File: src/design/cpc_pkg.sv
// Shared types, mode codes and arithmetic helpers for the cursor pixel compositor.
`default_nettype none

package cpc_pkg;

    typedef logic [23:0] t_rgb;
    typedef logic [31:0] t_argb;
    typedef logic [7:0]  t_chan;
    typedef logic [1:0]  t_mode;

    // Cursor shape modes
    localparam t_mode MODE_MONO      = 2'd0;
    localparam t_mode MODE_MASKED    = 2'd1;
    localparam t_mode MODE_BLEND     = 2'd2;
    localparam t_mode MODE_BLEND_ALT = 2'd3;

    localparam t_mode MODE_RESET = MODE_BLEND;

    localparam t_chan       ALPHA_MAX  = 8'd255;
    localparam logic [15:0] ROUND_BIAS = 16'd127;

    // Exact x / 255 for x below 65280
    function automatic t_chan div255(input logic [15:0] x);
        logic [15:0] t;
        t = x + 16'd1 + {8'd0, x[15:8]};
        return t[15:8];
    endfunction

endpackage

`default_nettype wire

File: src/design/cpc_chan_mix.sv
// One color channel of the alpha blend: registered weighted sum, then divide by 255.
`default_nettype none

module cpc_chan_mix (
    input  wire logic          i_clk,
    input  wire cpc_pkg::t_chan i_fg,
    input  wire cpc_pkg::t_chan i_bg,
    input  wire cpc_pkg::t_chan i_alpha,
    output cpc_pkg::t_chan     o_chan
);
    import cpc_pkg::*;

    logic [15:0] w_fg_prod;
    logic [15:0] w_bg_prod;
    logic [15:0] n_sum;
    logic [15:0] r_sum;

    // Form fg*a + bg*(255-a) + bias; the total stays below 2^16
    assign w_fg_prod = 16'(i_fg) * 16'(i_alpha);
    assign w_bg_prod = 16'(i_bg) * 16'(ALPHA_MAX - i_alpha);
    assign n_sum     = w_fg_prod + w_bg_prod + ROUND_BIAS;

    // Hold the sum for the next stage
    always_ff @(posedge i_clk) begin
        r_sum <= n_sum;
    end

    // Divide by 255 with the add-and-shift identity
    assign o_chan = div255(r_sum);

endmodule

`default_nettype wire

File: src/design/cursor_pixel_compositor_core.sv
// Top level of the cursor pixel compositor: input, mix and result register stages.
// Path: an accepted transaction passes the input, stage-1 and result registers
//   before its result shows with o_result_valid high.
// Throughput: one transaction per clock; busy stays low, and the receiver cannot stall.
// Reset: synchronous active-low i_rst_n clears the stage valid bits and sets shape mode
//   to alpha blend; configuration writes are always ready.
`default_nettype none

module cursor_pixel_compositor_core (
    input  wire logic           i_clk,
    input  wire logic           i_rst_n,
    input  wire logic           start,
    output logic                busy,
    input  wire cpc_pkg::t_rgb  i_desktop_rgb,
    input  wire cpc_pkg::t_argb i_pointer_pixel,
    input  wire logic           i_and_bit,
    input  wire logic           i_xor_bit,
    output logic                o_result_valid,
    output cpc_pkg::t_rgb       o_composed_rgb,
    input  wire logic           i_cfg_valid,
    output logic                o_cfg_ready,
    input  wire cpc_pkg::t_mode i_cfg_data
);
    import cpc_pkg::*;

    logic  w_accept;
    t_mode r_shape_mode;

    logic  r_in_valid;
    t_rgb  r_in_desk;
    t_argb r_in_ptr;
    logic  r_in_and;
    logic  r_in_xor;

    logic  r_s1_valid;
    logic  r_s1_blend;
    t_rgb  r_s1_alt;
    t_rgb  n_s1_alt;
    logic  n_s1_blend;

    t_chan w_red;
    t_chan w_green;
    t_chan w_blue;

    logic  r_out_valid;
    t_rgb  r_out_rgb;
    t_rgb  n_out_rgb;

    assign busy        = 1'b0;
    assign o_cfg_ready = 1'b1;
    assign w_accept    = start && !busy;

    // Write the shape mode register
    always_ff @(posedge i_clk) begin
        if (!i_rst_n) begin
            r_shape_mode <= MODE_RESET;
        end else if (i_cfg_valid && o_cfg_ready) begin
            r_shape_mode <= i_cfg_data;
        end
    end

    // Capture the input transaction
    always_ff @(posedge i_clk) begin
        if (!i_rst_n) begin
            r_in_valid <= 1'b0;
        end else begin
            r_in_valid <= w_accept;
        end
    end

    always_ff @(posedge i_clk) begin
        if (w_accept) begin
            r_in_desk <= i_desktop_rgb;
            r_in_ptr  <= i_pointer_pixel;
            r_in_and  <= i_and_bit;
            r_in_xor  <= i_xor_bit;
        end
    end

    // Decode the mode and form the mask-based results
    always_comb begin
        n_s1_blend = 1'b0;
        n_s1_alt   = '0;
        unique case (r_shape_mode) inside
            MODE_MONO: begin
                n_s1_alt = (r_in_desk & {24{r_in_and}}) ^ {24{r_in_xor}};
            end
            MODE_MASKED: begin
                if (r_in_ptr[31:24] == 8'd0) begin
                    n_s1_alt = r_in_ptr[23:0];
                end else begin
                    n_s1_alt = r_in_desk ^ r_in_ptr[23:0];
                end
            end
            MODE_BLEND, MODE_BLEND_ALT: begin
                n_s1_blend = 1'b1;
            end
            default: begin
                n_s1_blend = 1'b1;
            end
        endcase
    end

    always_ff @(posedge i_clk) begin
        if (!i_rst_n) begin
            r_s1_valid <= 1'b0;
        end else begin
            r_s1_valid <= r_in_valid;
        end
    end

    always_ff @(posedge i_clk) begin
        r_s1_blend <= n_s1_blend;
        r_s1_alt   <= n_s1_alt;
    end

    // Blend each channel by the pointer alpha
    cpc_chan_mix u_mix_red (
        .i_clk   (i_clk),
        .i_fg    (r_in_ptr[23:16]),
        .i_bg    (r_in_desk[23:16]),
        .i_alpha (r_in_ptr[31:24]),
        .o_chan  (w_red)
    );

    cpc_chan_mix u_mix_green (
        .i_clk   (i_clk),
        .i_fg    (r_in_ptr[15:8]),
        .i_bg    (r_in_desk[15:8]),
        .i_alpha (r_in_ptr[31:24]),
        .o_chan  (w_green)
    );

    cpc_chan_mix u_mix_blue (
        .i_clk   (i_clk),
        .i_fg    (r_in_ptr[7:0]),
        .i_bg    (r_in_desk[7:0]),
        .i_alpha (r_in_ptr[31:24]),
        .o_chan  (w_blue)
    );

    // Select and register the result
    assign n_out_rgb = r_s1_blend ? {w_red, w_green, w_blue} : r_s1_alt;

    always_ff @(posedge i_clk) begin
        if (!i_rst_n) begin
            r_out_valid <= 1'b0;
        end else begin
            r_out_valid <= r_s1_valid;
        end
    end

    always_ff @(posedge i_clk) begin
        r_out_rgb <= n_out_rgb;
    end

    assign o_result_valid = r_out_valid;
    assign o_composed_rgb = r_out_rgb;

    // Every accepted transaction yields a strobe from the result register
    a_accept_to_result: assert property (@(posedge i_clk) disable iff (!i_rst_n)
        w_accept |=> ##2 o_result_valid)
        else $error("accepted transaction produced no result");

    // No strobe without an earlier accepted transaction
    a_result_has_source: assert property (@(posedge i_clk) disable iff (!i_rst_n)
        o_result_valid |-> $past(w_accept, 3))
        else $error("result strobe without accepted transaction");

    // Masked mode with zero alpha passes the pointer RGB through
    a_masked_replace: assert property (@(posedge i_clk) disable iff (!i_rst_n)
        (w_accept && r_shape_mode == MODE_MASKED && i_pointer_pixel[31:24] == 8'd0)
        |=> ##2 (o_composed_rgb == $past(i_pointer_pixel[23:0], 3)))
        else $error("masked mode zero alpha did not replace pixel");

    // Full alpha blend returns the pointer RGB
    a_blend_opaque: assert property (@(posedge i_clk) disable iff (!i_rst_n)
        (w_accept && (r_shape_mode == MODE_BLEND || r_shape_mode == MODE_BLEND_ALT)
         && i_pointer_pixel[31:24] == ALPHA_MAX)
        |=> ##2 (o_composed_rgb == $past(i_pointer_pixel[23:0], 3)))
        else $error("opaque blend did not return pointer color");

    // Reset clears the result strobe
    a_reset_clears: assert property (@(posedge i_clk)
        !i_rst_n |=> !o_result_valid)
        else $error("result strobe survived reset");

endmodule

`default_nettype wire

File: config.mk
export PLATFORM = sky130hd
export DESIGN_NAME = cursor_pixel_compositor_core
export DESIGN_NICKNAME = d
export VERILOG_FILES = /design/src/design/cpc_pkg.sv /design/src/design/cpc_chan_mix.sv /design/src/design/cursor_pixel_compositor_core.sv
export SDC_FILE = /design/constraint.sdc
export NUM_CORES = 1
export LEC_CHECK = 0
export BUFFER_PORTS_ARGS = -buffer_cell sky130_fd_sc_hd__buf_2
export CAP_MARGIN = 20
export CORE_MARGIN = 3
export CORE_UTILIZATION = 55
export DETAILED_ROUTE_END_ITERATION = 7
export GPL_ROUTABILITY_DRIVEN = 0
export PLACE_DENSITY = 0.8
export SKIP_CTS_REPAIR_TIMING = 1
export SLEW_MARGIN = 25
export SYNTH_ARGS = -nofsm -noshare
export SYNTH_HDL_FRONTEND = slang
export SYNTH_SLANG_ARGS = --single-unit
File: constraint.sdc
create_clock -name i_clk -period 5.81 [get_ports i_clk]
set_input_delay 0.8715 -clock i_clk [delete_from_list [all_inputs] [get_ports i_clk]]
set_output_delay 0.8715 -clock i_clk [all_outputs]
set_load 0.05 [all_outputs]
==> reports/results.txt, run 1 <==
Run status - complete, no violations
Post-detailed-routing wire length - 46.0 mm
Type of element launching the critical path - flop
Reg2reg path depth - 17
Mean number of vias per cell - 5.54
Count of port buffers added during placement - 88
Clock period minus final worst setup slack - 5.61 ns
FFs w/ async S/R, synth - 0%
Final antenna diode count - 0
Top Family by Delay on Critical Path - adder cells
Worst min-delay path class - flop to flop
Post-Syn Instances - 2067
Delay of the slowest cell on the worst path - 0.58 ns
Chip Height - 195 um
CP cell instances - buf_12, buf_4, nand2b_1, fa_1, inv_1, fa_1, fa_1, fa_1, fa_1, inv_1, fa_1, inv_1, ha_1, nand3_1, o2111ai_1, nand3b_1, o311ai_0
Die footprint - 38000 um2
Site Rows - 68
Initial antenna violation count - 0
Highest metal layer with signal wires - met4
Clock transition at path regs - 0.08 ns
Post-synthesis simple-gate area fraction - 15.4%
Clock tree root buffer cell - clkbuf_16
Syn Area/Cell - 9.51 um2
Setup Crit Path Kind - flop to flop
Start point of the critical path - r_in_ptr[28]
Post-route insts no fill - 2569
Post-detailed-route count of antenna-violating nets - 0
First-pass GRT wire length - 75.7 mm
Hold Vio Cnt, Final - 0
Worst hold slack - 0.432 ns
Proportion of synthesized chip area in sequential cells - 19.3%
Area leader, netlist - fa_1
Element type at the critical path end - flop
Clock tree from TritonCTS - done
Total CTS buffers - 17
Proportion of netlist area held by the largest area contributor - 31.5%
Count of endpoints failing setup in the final report - 0
Width of the die - 195 um
Met1 Routed Length - 18.0 mm
Largest net degree at the start of global routing - 60
Cell area after synthesis - 19600 um2
Maximum clock frequency - 0.178 GHz
Gr usage total - 24.9%
Fraction of final layout cells sized beyond drive strength 1 - 8.89%
CP Max Fanout - 38
Worst Setup EP - u_mix_green.r_sum[13]
Commonest register cell after synthesis - dfxtp_1
Met3 wire len - 3.10 mm
Clock sink total - 160
Multiplexer share of the synthesized area - 0.382%
Via count - 14234
R2R Path Start - r_in_ptr[28]
Post-placement cell count - 2537
Number of synthesized register bits - 160
Routed length on met2 - 23.1 mm
Worst path arrival time - 5.94 ns
Number of warning messages in the yosys log - 0
Logic depth of the worst setup path including buffers - 17
Count of buffering cells on the critical path with inverters included - 5
Clock latency of the later-clocked register in the worst-skew pair - 0.46 ns
Slowest stage cell on the critical path - fa_1
Detailed Place HPWL - 36.0 mm
Maximum root-to-sink buffer count - 2
Net Count, Synth - 2629
Number of primary I/O pins - 91
Net count reported at finish - 2663
Combinational family with the most area after synthesis - adder cells
Initial core utilization - 56.3%
Core box area - 34900 um2
Via count of the first global-routing pass - 15260
Final period utilization - 96.5%
Share of the synthesized area in compound gates (AO/OA/AOI/OAI) - 8.41%
Max_cap viols - 0
Post-synthesis share of cell area spent on xor and xnor gates - 2.67%
Number of enable-type register cells in the synthesized netlist - 58
Cells taking the most area after synthesis - fa_1, ha_1, dfxtp_1
Number of different library cells in the post-synthesis netlist - 63
Final core utilization - 60.9%
Worst clock skew on the final layout - 0.0142 ns
Max-slew headroom - 40.7%
Data required time of the critical path - 6.14 ns
Violation count after the first detailed-routing iteration - 1061
Top post-synthesis cells by count - inv_1, fa_1, ha_1, nand2_1, nand2b_1
First drt pass iteration count - 5
Routed wire per std cell - 17.9 um
Most frequent cell after synthesis - inv_1
Final Max Slew Viols - 0
Post-detailed-route DRC marker count - 0
Cell repeated most along the worst path - fa_1
Area share of fa/ha/maj cells after synthesis - 43.5%
Maximum level of the CTS H-tree - 4
Total gr overflow - 0
Reg2reg setup slack - 0.20 ns
Layout overhead on the synthesized area - 8.21%
Slew at the pin closest to its max-slew limit - 0.890 ns
Critical register-to-register path endpoint - u_mix_green.r_sum[13]
cells in the final DEF, fill, tap and decap left out, types with 80 or more instances in the layout:
master and count:
nor2b_1 96, fa_1 309, a21oi_1 80, buf_2 88, nand2_1 120, and2_1 98, ha_1 189, inv_1 415
nand2b_1 115, dfxtp_1 102
through the flow:
stage / setup WS, ns / TNS (ns) / cell area (um2)
2_1_floorplan: 0.202 / 0 / 19600
3_3_place_gp: 0.342 / 0 / 20600
3_5_place_dp: 0.176 / 0 / 20600
4_1_cts: 0.115 / 0 / 21200
5_1_grt: -0.00395 / -0.00395 / 21300
6_report: 0.201 / 0 / 21300
metal layers:
metal	track usage (%)	vias to the layer above
li1	-	6494
met2	43.2	517
met3	4.73	118
met1	30.6	7105
met4	10.3	0
met5	0	-
how the worst min path moves through the flow:
stage,start,endpoint,slack (ns),depth (start not counted)
after floorplan,r_s1_alt[20],o_composed_rgb[20],0.41,2
after global placement,r_in_valid,r_s1_valid,0.42,1
after detailed placement,r_s1_valid,o_result_valid,0.43,1
after CTS,r_s1_valid,o_result_valid,0.44,1
after global routing,r_s1_valid,o_result_valid,0.45,1
final,r_s1_valid,o_result_valid,0.43,1
cells by family after synthesis:
| family | Yosys count |
|---|---|
| other | 2 |
| muxes | 7 |
| xor gates and xnor gates | 60 |
| DFF | 160 |
| buffers and inverters | 535 |
| and+or+nand+nor | 556 |
| AOI/OAI and AO/OA | 249 |
| adders and majority gates | 498 |
cell type report:
type	instances	area, um2
multi-input combinational	1372	13900
timing repair buffer	135	893
clock inverter	11	109
tap	455	569
clock buffer	21	493
fill	2835	13600
inverter	415	1560
sequential	160	3780
flip-flops by register name (all words and copies together), names as in the netlist:
register,cells
r_s1_alt,24
r_s1_blend,1
r_in_xor,1
r_s1_valid,1
r_in_ptr,32
u_mix_red.r_sum,16
r_in_and,1
u_mix_green.r_sum,16
r_in_desk,24
o_result_valid,1
r_shape_mode,2
r_in_valid,1
u_mix_blue.r_sum,16
o_composed_rgb,24
Power of run 1 is left out: the tool's default activity adds up to more than one toggle a clock period on the data nets, which glitch-free logic cannot reach.
==> inputs of run 2 (changes only) <==
- ABC_AREA: not set -> 1
- CORE_UTILIZATION: 55 -> 44
- PLACE_DENSITY: 0.8 -> 0.68
==> reports/results.txt, run 2 <==
Via count - 16173
Final Max Slew Viols - 0
Reg2reg setup slack - 0.36 ns
Largest register by flop count - r_in_ptr
Net count reported at finish - 3148
Setup Crit Path Kind - flop to flop
Hold path startpoint - r_in_valid
Violation count after the first detailed-routing iteration - 1123
Clock sink total - 160
Total gr overflow - 0
Routed wire per std cell - 16.1 um
Layout overhead on the synthesized area - 7.89%
Die footprint - 49100 um2
Count of endpoints failing setup in the final report - 0
Proportion of synthesized chip area in sequential cells - 18.5%
Worst path arrival time - 5.83 ns
Worst clock skew on the final layout - 0.0129 ns
CP cell instances - nand2_1, fa_1, inv_1, fa_1, inv_1, fa_1, fa_1, fa_1, fa_1, inv_1, ha_1, a21o_1, a21boi_0, nand2_1, nand2_1, nand2_1, nand2_1, nand2_1
Commonest register cell after synthesis - dfxtp_1
Area leader, netlist - fa_1
R2R Path Start - r_in_ptr[5]
Most common cell after layout, fill and taps aside - inv_1
Core box area - 45700 um2
Global routing usage on met3 - 4.50%
GR met2 Demand/Resource - 36.2%
Proportion of netlist area held by the largest area contributor - 30.3%
Clock latency of the later-clocked register in the worst-skew pair - 0.48 ns
Initial core utilization - 44.7%
Number of synthesized register bits - 160
Highest-count cells in the layout ignoring fill and taps - inv_1, nand2_1, fa_1
Fraction of final layout cells sized beyond drive strength 1 - 7.20%
Via count of the first global-routing pass - 16966
Worst min-delay path class - flop to flop
Number of flip-flops in the largest register - 32
Number of enable-type register cells in the synthesized netlist - 58
Most used routing layer in global routing - met2
Detailed Place HPWL - 41.0 mm
Top post-synthesis cells by count - inv_1, nand2_1, fa_1, ha_1, nand3_1
Width of the die - 222 um
Number of warning messages in the yosys log - 0
Clock tree from TritonCTS - done
Max-slew headroom - 27.1%
FFs w/ async S/R, synth - 0%
Number of primary I/O pins - 91
Initial antenna violation count - 2
Most frequent cell after synthesis - inv_1
Clock transition at path regs - 0.07 ns
Maximum clock frequency - 0.183 GHz
Site Rows - 78
Net Count, Synth - 3113
Mean number of vias per cell - 5.05
Total CTS buffers - 17
Number of cells traversed by the worst hold path - 2
Post-detailed-route count of antenna-violating nets - 0
Chip Height - 222 um
First-pass GRT wire length - 85.3 mm
Syn Area/Cell - 8.01 um2
Cells taking the most area after synthesis - fa_1, inv_1, ha_1
RSZ-0062 raised after global routing - no
Run status - complete, no violations
Delay of the slowest cell on the worst path - 0.76 ns
Count of buffering cells on the critical path with inverters included - 3
Hold Vio Cnt, Final - 0
First drt pass iteration count - 6
Maximum level of the CTS H-tree - 4
Logic depth of the worst setup path including buffers - 18
Critical register-to-register path endpoint - u_mix_blue.r_sum[14]
Type of element launching the critical path - flop
Clock tree root buffer cell - clkbuf_16
Destination of the worst hold path - r_s1_valid
Post-detailed-routing wire length - 51.4 mm
Maximum root-to-sink buffer count - 2
Count of port buffers added during placement - 88
Routing usage on met1 - 28.2%
Slowest stage cell on the critical path - edfxtp_1
Cell area after synthesis - 20400 um2
Final period utilization - 93.9%
Sum of negative setup slack - 0 ns
Largest net degree at the start of global routing - 60
Top Family by Delay on Critical Path - adder cells
Fillcell total - 4434
Reg2reg path depth - 18
Max_cap viols - 0
CP Max Fanout - 10
Slew at the pin closest to its max-slew limit - 1.09 ns
Post-detailed-route DRC marker count - 0
Data required time of the critical path - 6.19 ns
Clock period minus final worst setup slack - 5.45 ns
Gr usage total - 21.7%
Post-Syn Instances - 2551
Number of different library cells in the post-synthesis netlist - 39
Element type at the critical path end - flop
==> run 2: cell types whose count changed after synthesis, moves of 85 or more <==
| cell | delta |
|---|---|
| nor2_1 | +85 |
| nand2b_1 | -114 |
| nand2_1 | +492 |
| nand3_1 | +131 |
| inv_1 | +231 |
| and2_1 | -94 |
| nor2b_1 | -96 |
==> run 2: area by class of cell <==
class                      instances  area [um2]  share of cell area [%]
inverter                         653        2460                    11.1
timing repair buffer             116         688                    3.12
antenna                            1        2.50                  0.0114
sequential                       160        3780                    17.2
clock buffer                      19         437                    1.98
tap                              600         751                    3.41
clock inverter                    13         154                   0.698
multi-input combinational       1638       13800                    62.5
==> run 2: logic make-up (layout without fill, tap and decap cells) <==
family          Yosys count  count (layout)  share of synthesized area, %
flops                   160             160                          18.5
compound gates          132             132                          3.76
other cells               2               3                        0.0368
simple gates            972             972                          20.3
fa+ha+maj               498             498                          41.8
xor+xnor                 34              34                          1.46
buf+inv                 753             801                          14.1
==> run 2: per-stage QoR <==
step           worst slack [ns]  hold WS, ns  cells  utilization (%)  instance area, um2
2_1_floorplan             0.715        0.390   2551                -               20400
3_3_place_gp              0.509        0.403   3167             47.0               21400
3_5_place_dp              0.498        0.409   3167             47.0               21500
4_1_cts                   0.484        0.426   3199             48.3               22000
5_1_grt                   0.138        0.448   3200             48.3               22000
6_report                  0.357        0.417   3200             48.3               22000
==> run 2: how the worst max path moves through the flow <==
stage | from | end | slack, ns
global placement | r_in_ptr[5] | u_mix_blue.r_sum[14] | 0.51
global route | r_in_ptr[5] | u_mix_blue.r_sum[12] | 0.14
detailed placement | r_in_ptr[5] | u_mix_blue.r_sum[12] | 0.50
finish | r_in_ptr[5] | u_mix_blue.r_sum[14] | 0.36
floorplan | r_in_ptr[29] | u_mix_red.r_sum[14] | 0.72
CTS | r_in_ptr[5] | u_mix_blue.r_sum[14] | 0.48
==> run 2: per-layer routing <==
metal	part of all wire [%]	vias up
met5	0.025	-
met4	2.8	2
met3	7.0	127
met2	48	610
met1	42	7826
li1	-	7608
==> run 2: worst min-delay path: stages, from the launching register on <==
cell and delay (ns):
dfxtp_1 0.31, nand2_1 0.05, inv_1 0.04
Power of run 2 is left out for the same reason.
==> inputs of run 3 (changes only) <==
- CORE_MARGIN: 3 -> 1
==> reports/results.txt, run 3 (synthesis results as in run 2) <==
Maximum clock frequency - 0.185 GHz
Maximum root-to-sink buffer count - 2
Clock period minus final worst setup slack - 5.40 ns
Violation count after the first detailed-routing iteration - 1449
Maximum level of the CTS H-tree - 4
Clock tree root buffer cell - clkbuf_16
Via count of the first global-routing pass - 16636
Clock latency of the later-clocked register in the worst-skew pair - 0.49 ns
Run status - complete, no violations
Worst path arrival time - 5.79 ns
Count of endpoints failing setup in the final report - 0
Initial core utilization - 44.8%
Slew at the pin closest to its max-slew limit - 1.03 ns
Data required time of the critical path - 6.20 ns
Total gr overflow - 0
Mean number of vias per cell - 5.05
Via count - 16170
Post-detailed-route DRC marker count - 0
Number of primary I/O pins - 91
Die footprint - 47300 um2
Most common cell after layout, fill and taps aside - inv_1
Net count reported at finish - 3147
Clock transition at path regs - 0.07 ns
Routed wire per std cell - 16.0 um
Chip Height - 218 um
Sum of negative setup slack - 0 ns
Final period utilization - 93.0%
Post-detailed-route count of antenna-violating nets - 0
Type of element launching the critical path - flop
Met1 Routed Length - 21.1 mm
Clock sink total - 160
Site Rows - 78
Post-detailed-routing wire length - 51.2 mm
Largest register by flop count - r_in_ptr
Gr usage total - 23.0%
Final Max Slew Viols - 0
Hold Vio Cnt, Final - 0
Reg2reg setup slack - 0.41 ns
CP Max Fanout - 10
Routed length on met2 - 24.2 mm
First-pass GRT wire length - 84.0 mm
Number of flip-flops in the largest register - 32
First drt pass iteration count - 6
Highest-count cells in the layout ignoring fill and taps - inv_1, nand2_1, fa_1
Detailed Place HPWL - 40.7 mm
Max_cap viols - 0
Clock tree from TritonCTS - done
Final worst setup slack - 0.405 ns
Highest metal layer with signal wires - met5
Width of the die - 218 um
Setup Crit Path Kind - flop to flop
Core box area - 45600 um2
Element type at the critical path end - flop
Met3 wire len - 4.06 mm
Largest net degree at the start of global routing - 60
Layout overhead on the synthesized area - 7.64%
Initial antenna violation count - 6
Fraction of final layout cells sized beyond drive strength 1 - 7.16%
Post-placement worst setup slack - 0.459 ns
Worst min-delay path class - flop to flop
Worst clock skew on the final layout - 0.0186 ns
Count of port buffers added during placement - 88
RSZ-0062 raised after global routing - no
Max-slew headroom - 31.0%
Total CTS buffers - 17
run 3: changes by cell type in the layout (fill, tap and decap cells not counted), moves of 2 or more:
cell,previous run,this run
inv_4,2,5
clkinv_2,3,5
inv_6,3,5
bufinv_16,2,0
clkinv_4,3,0
buf_4,25,23
run 3: per-stage QoR:
step                area, um2  hold WS [ns]  instances  util, %
finish                  22000         0.406       3200     48.3
floorplan               20400         0.390       2551        -
CTS                     22000         0.410       3198     48.3
detailed placement      21500         0.403       3166     47.1
global placement        21500         0.398       3166     47.1
global route            22000         0.426       3199     48.3
run 3: worst max-delay path: stages, from the launching register on:
cell      delay (ns)
edfxtp_1        0.76
nand2_1         0.26
fa_1            0.56
inv_1           0.06
fa_1            0.54
inv_1           0.05
fa_1            0.48
fa_1            0.57
fa_1            0.43
fa_1            0.50
inv_1           0.04
ha_1            0.33
a21o_1          0.19
a21boi_0        0.15
nand2_1         0.13
nand2_1         0.10
nand2_1         0.05
nand2_1         0.06
nand2_1         0.04
run 3: final cells by class:
type	instances	area, um2
Fill cell	4327	23600
Multi-Input combinational cell	1638	13800
Sequential cell	160	3780
Inverter	653	2460
Tap cell	600	751
Timing Repair Buffer	115	693
Clock buffer	19	443
Clock inverter	13	95.1
Antenna cell	2	5.00
run 3: path summary, 6_finish.rpt:
path,from,end,cells past startpoint
worst max-delay path,r_in_ptr[5],u_mix_blue.r_sum[14],18
worst min-delay path,r_shape_mode[1],r_s1_blend,0
worst max register to register,r_in_ptr[5],u_mix_blue.r_sum[14],18
worst min register to register,r_shape_mode[1],r_s1_blend,0
run 3: per-layer routing:
| layer | global-route usage, % | vias up |
|---|---|---|
| li1 | - | 7606 |
| met1 | 28.7 | 7767 |
| met2 | 37.9 | 672 |
| met3 | 5.30 | 121 |
| met4 | 10.4 | 4 |
| met5 | 0 | - |
Power of run 3 is left out for the same reason.
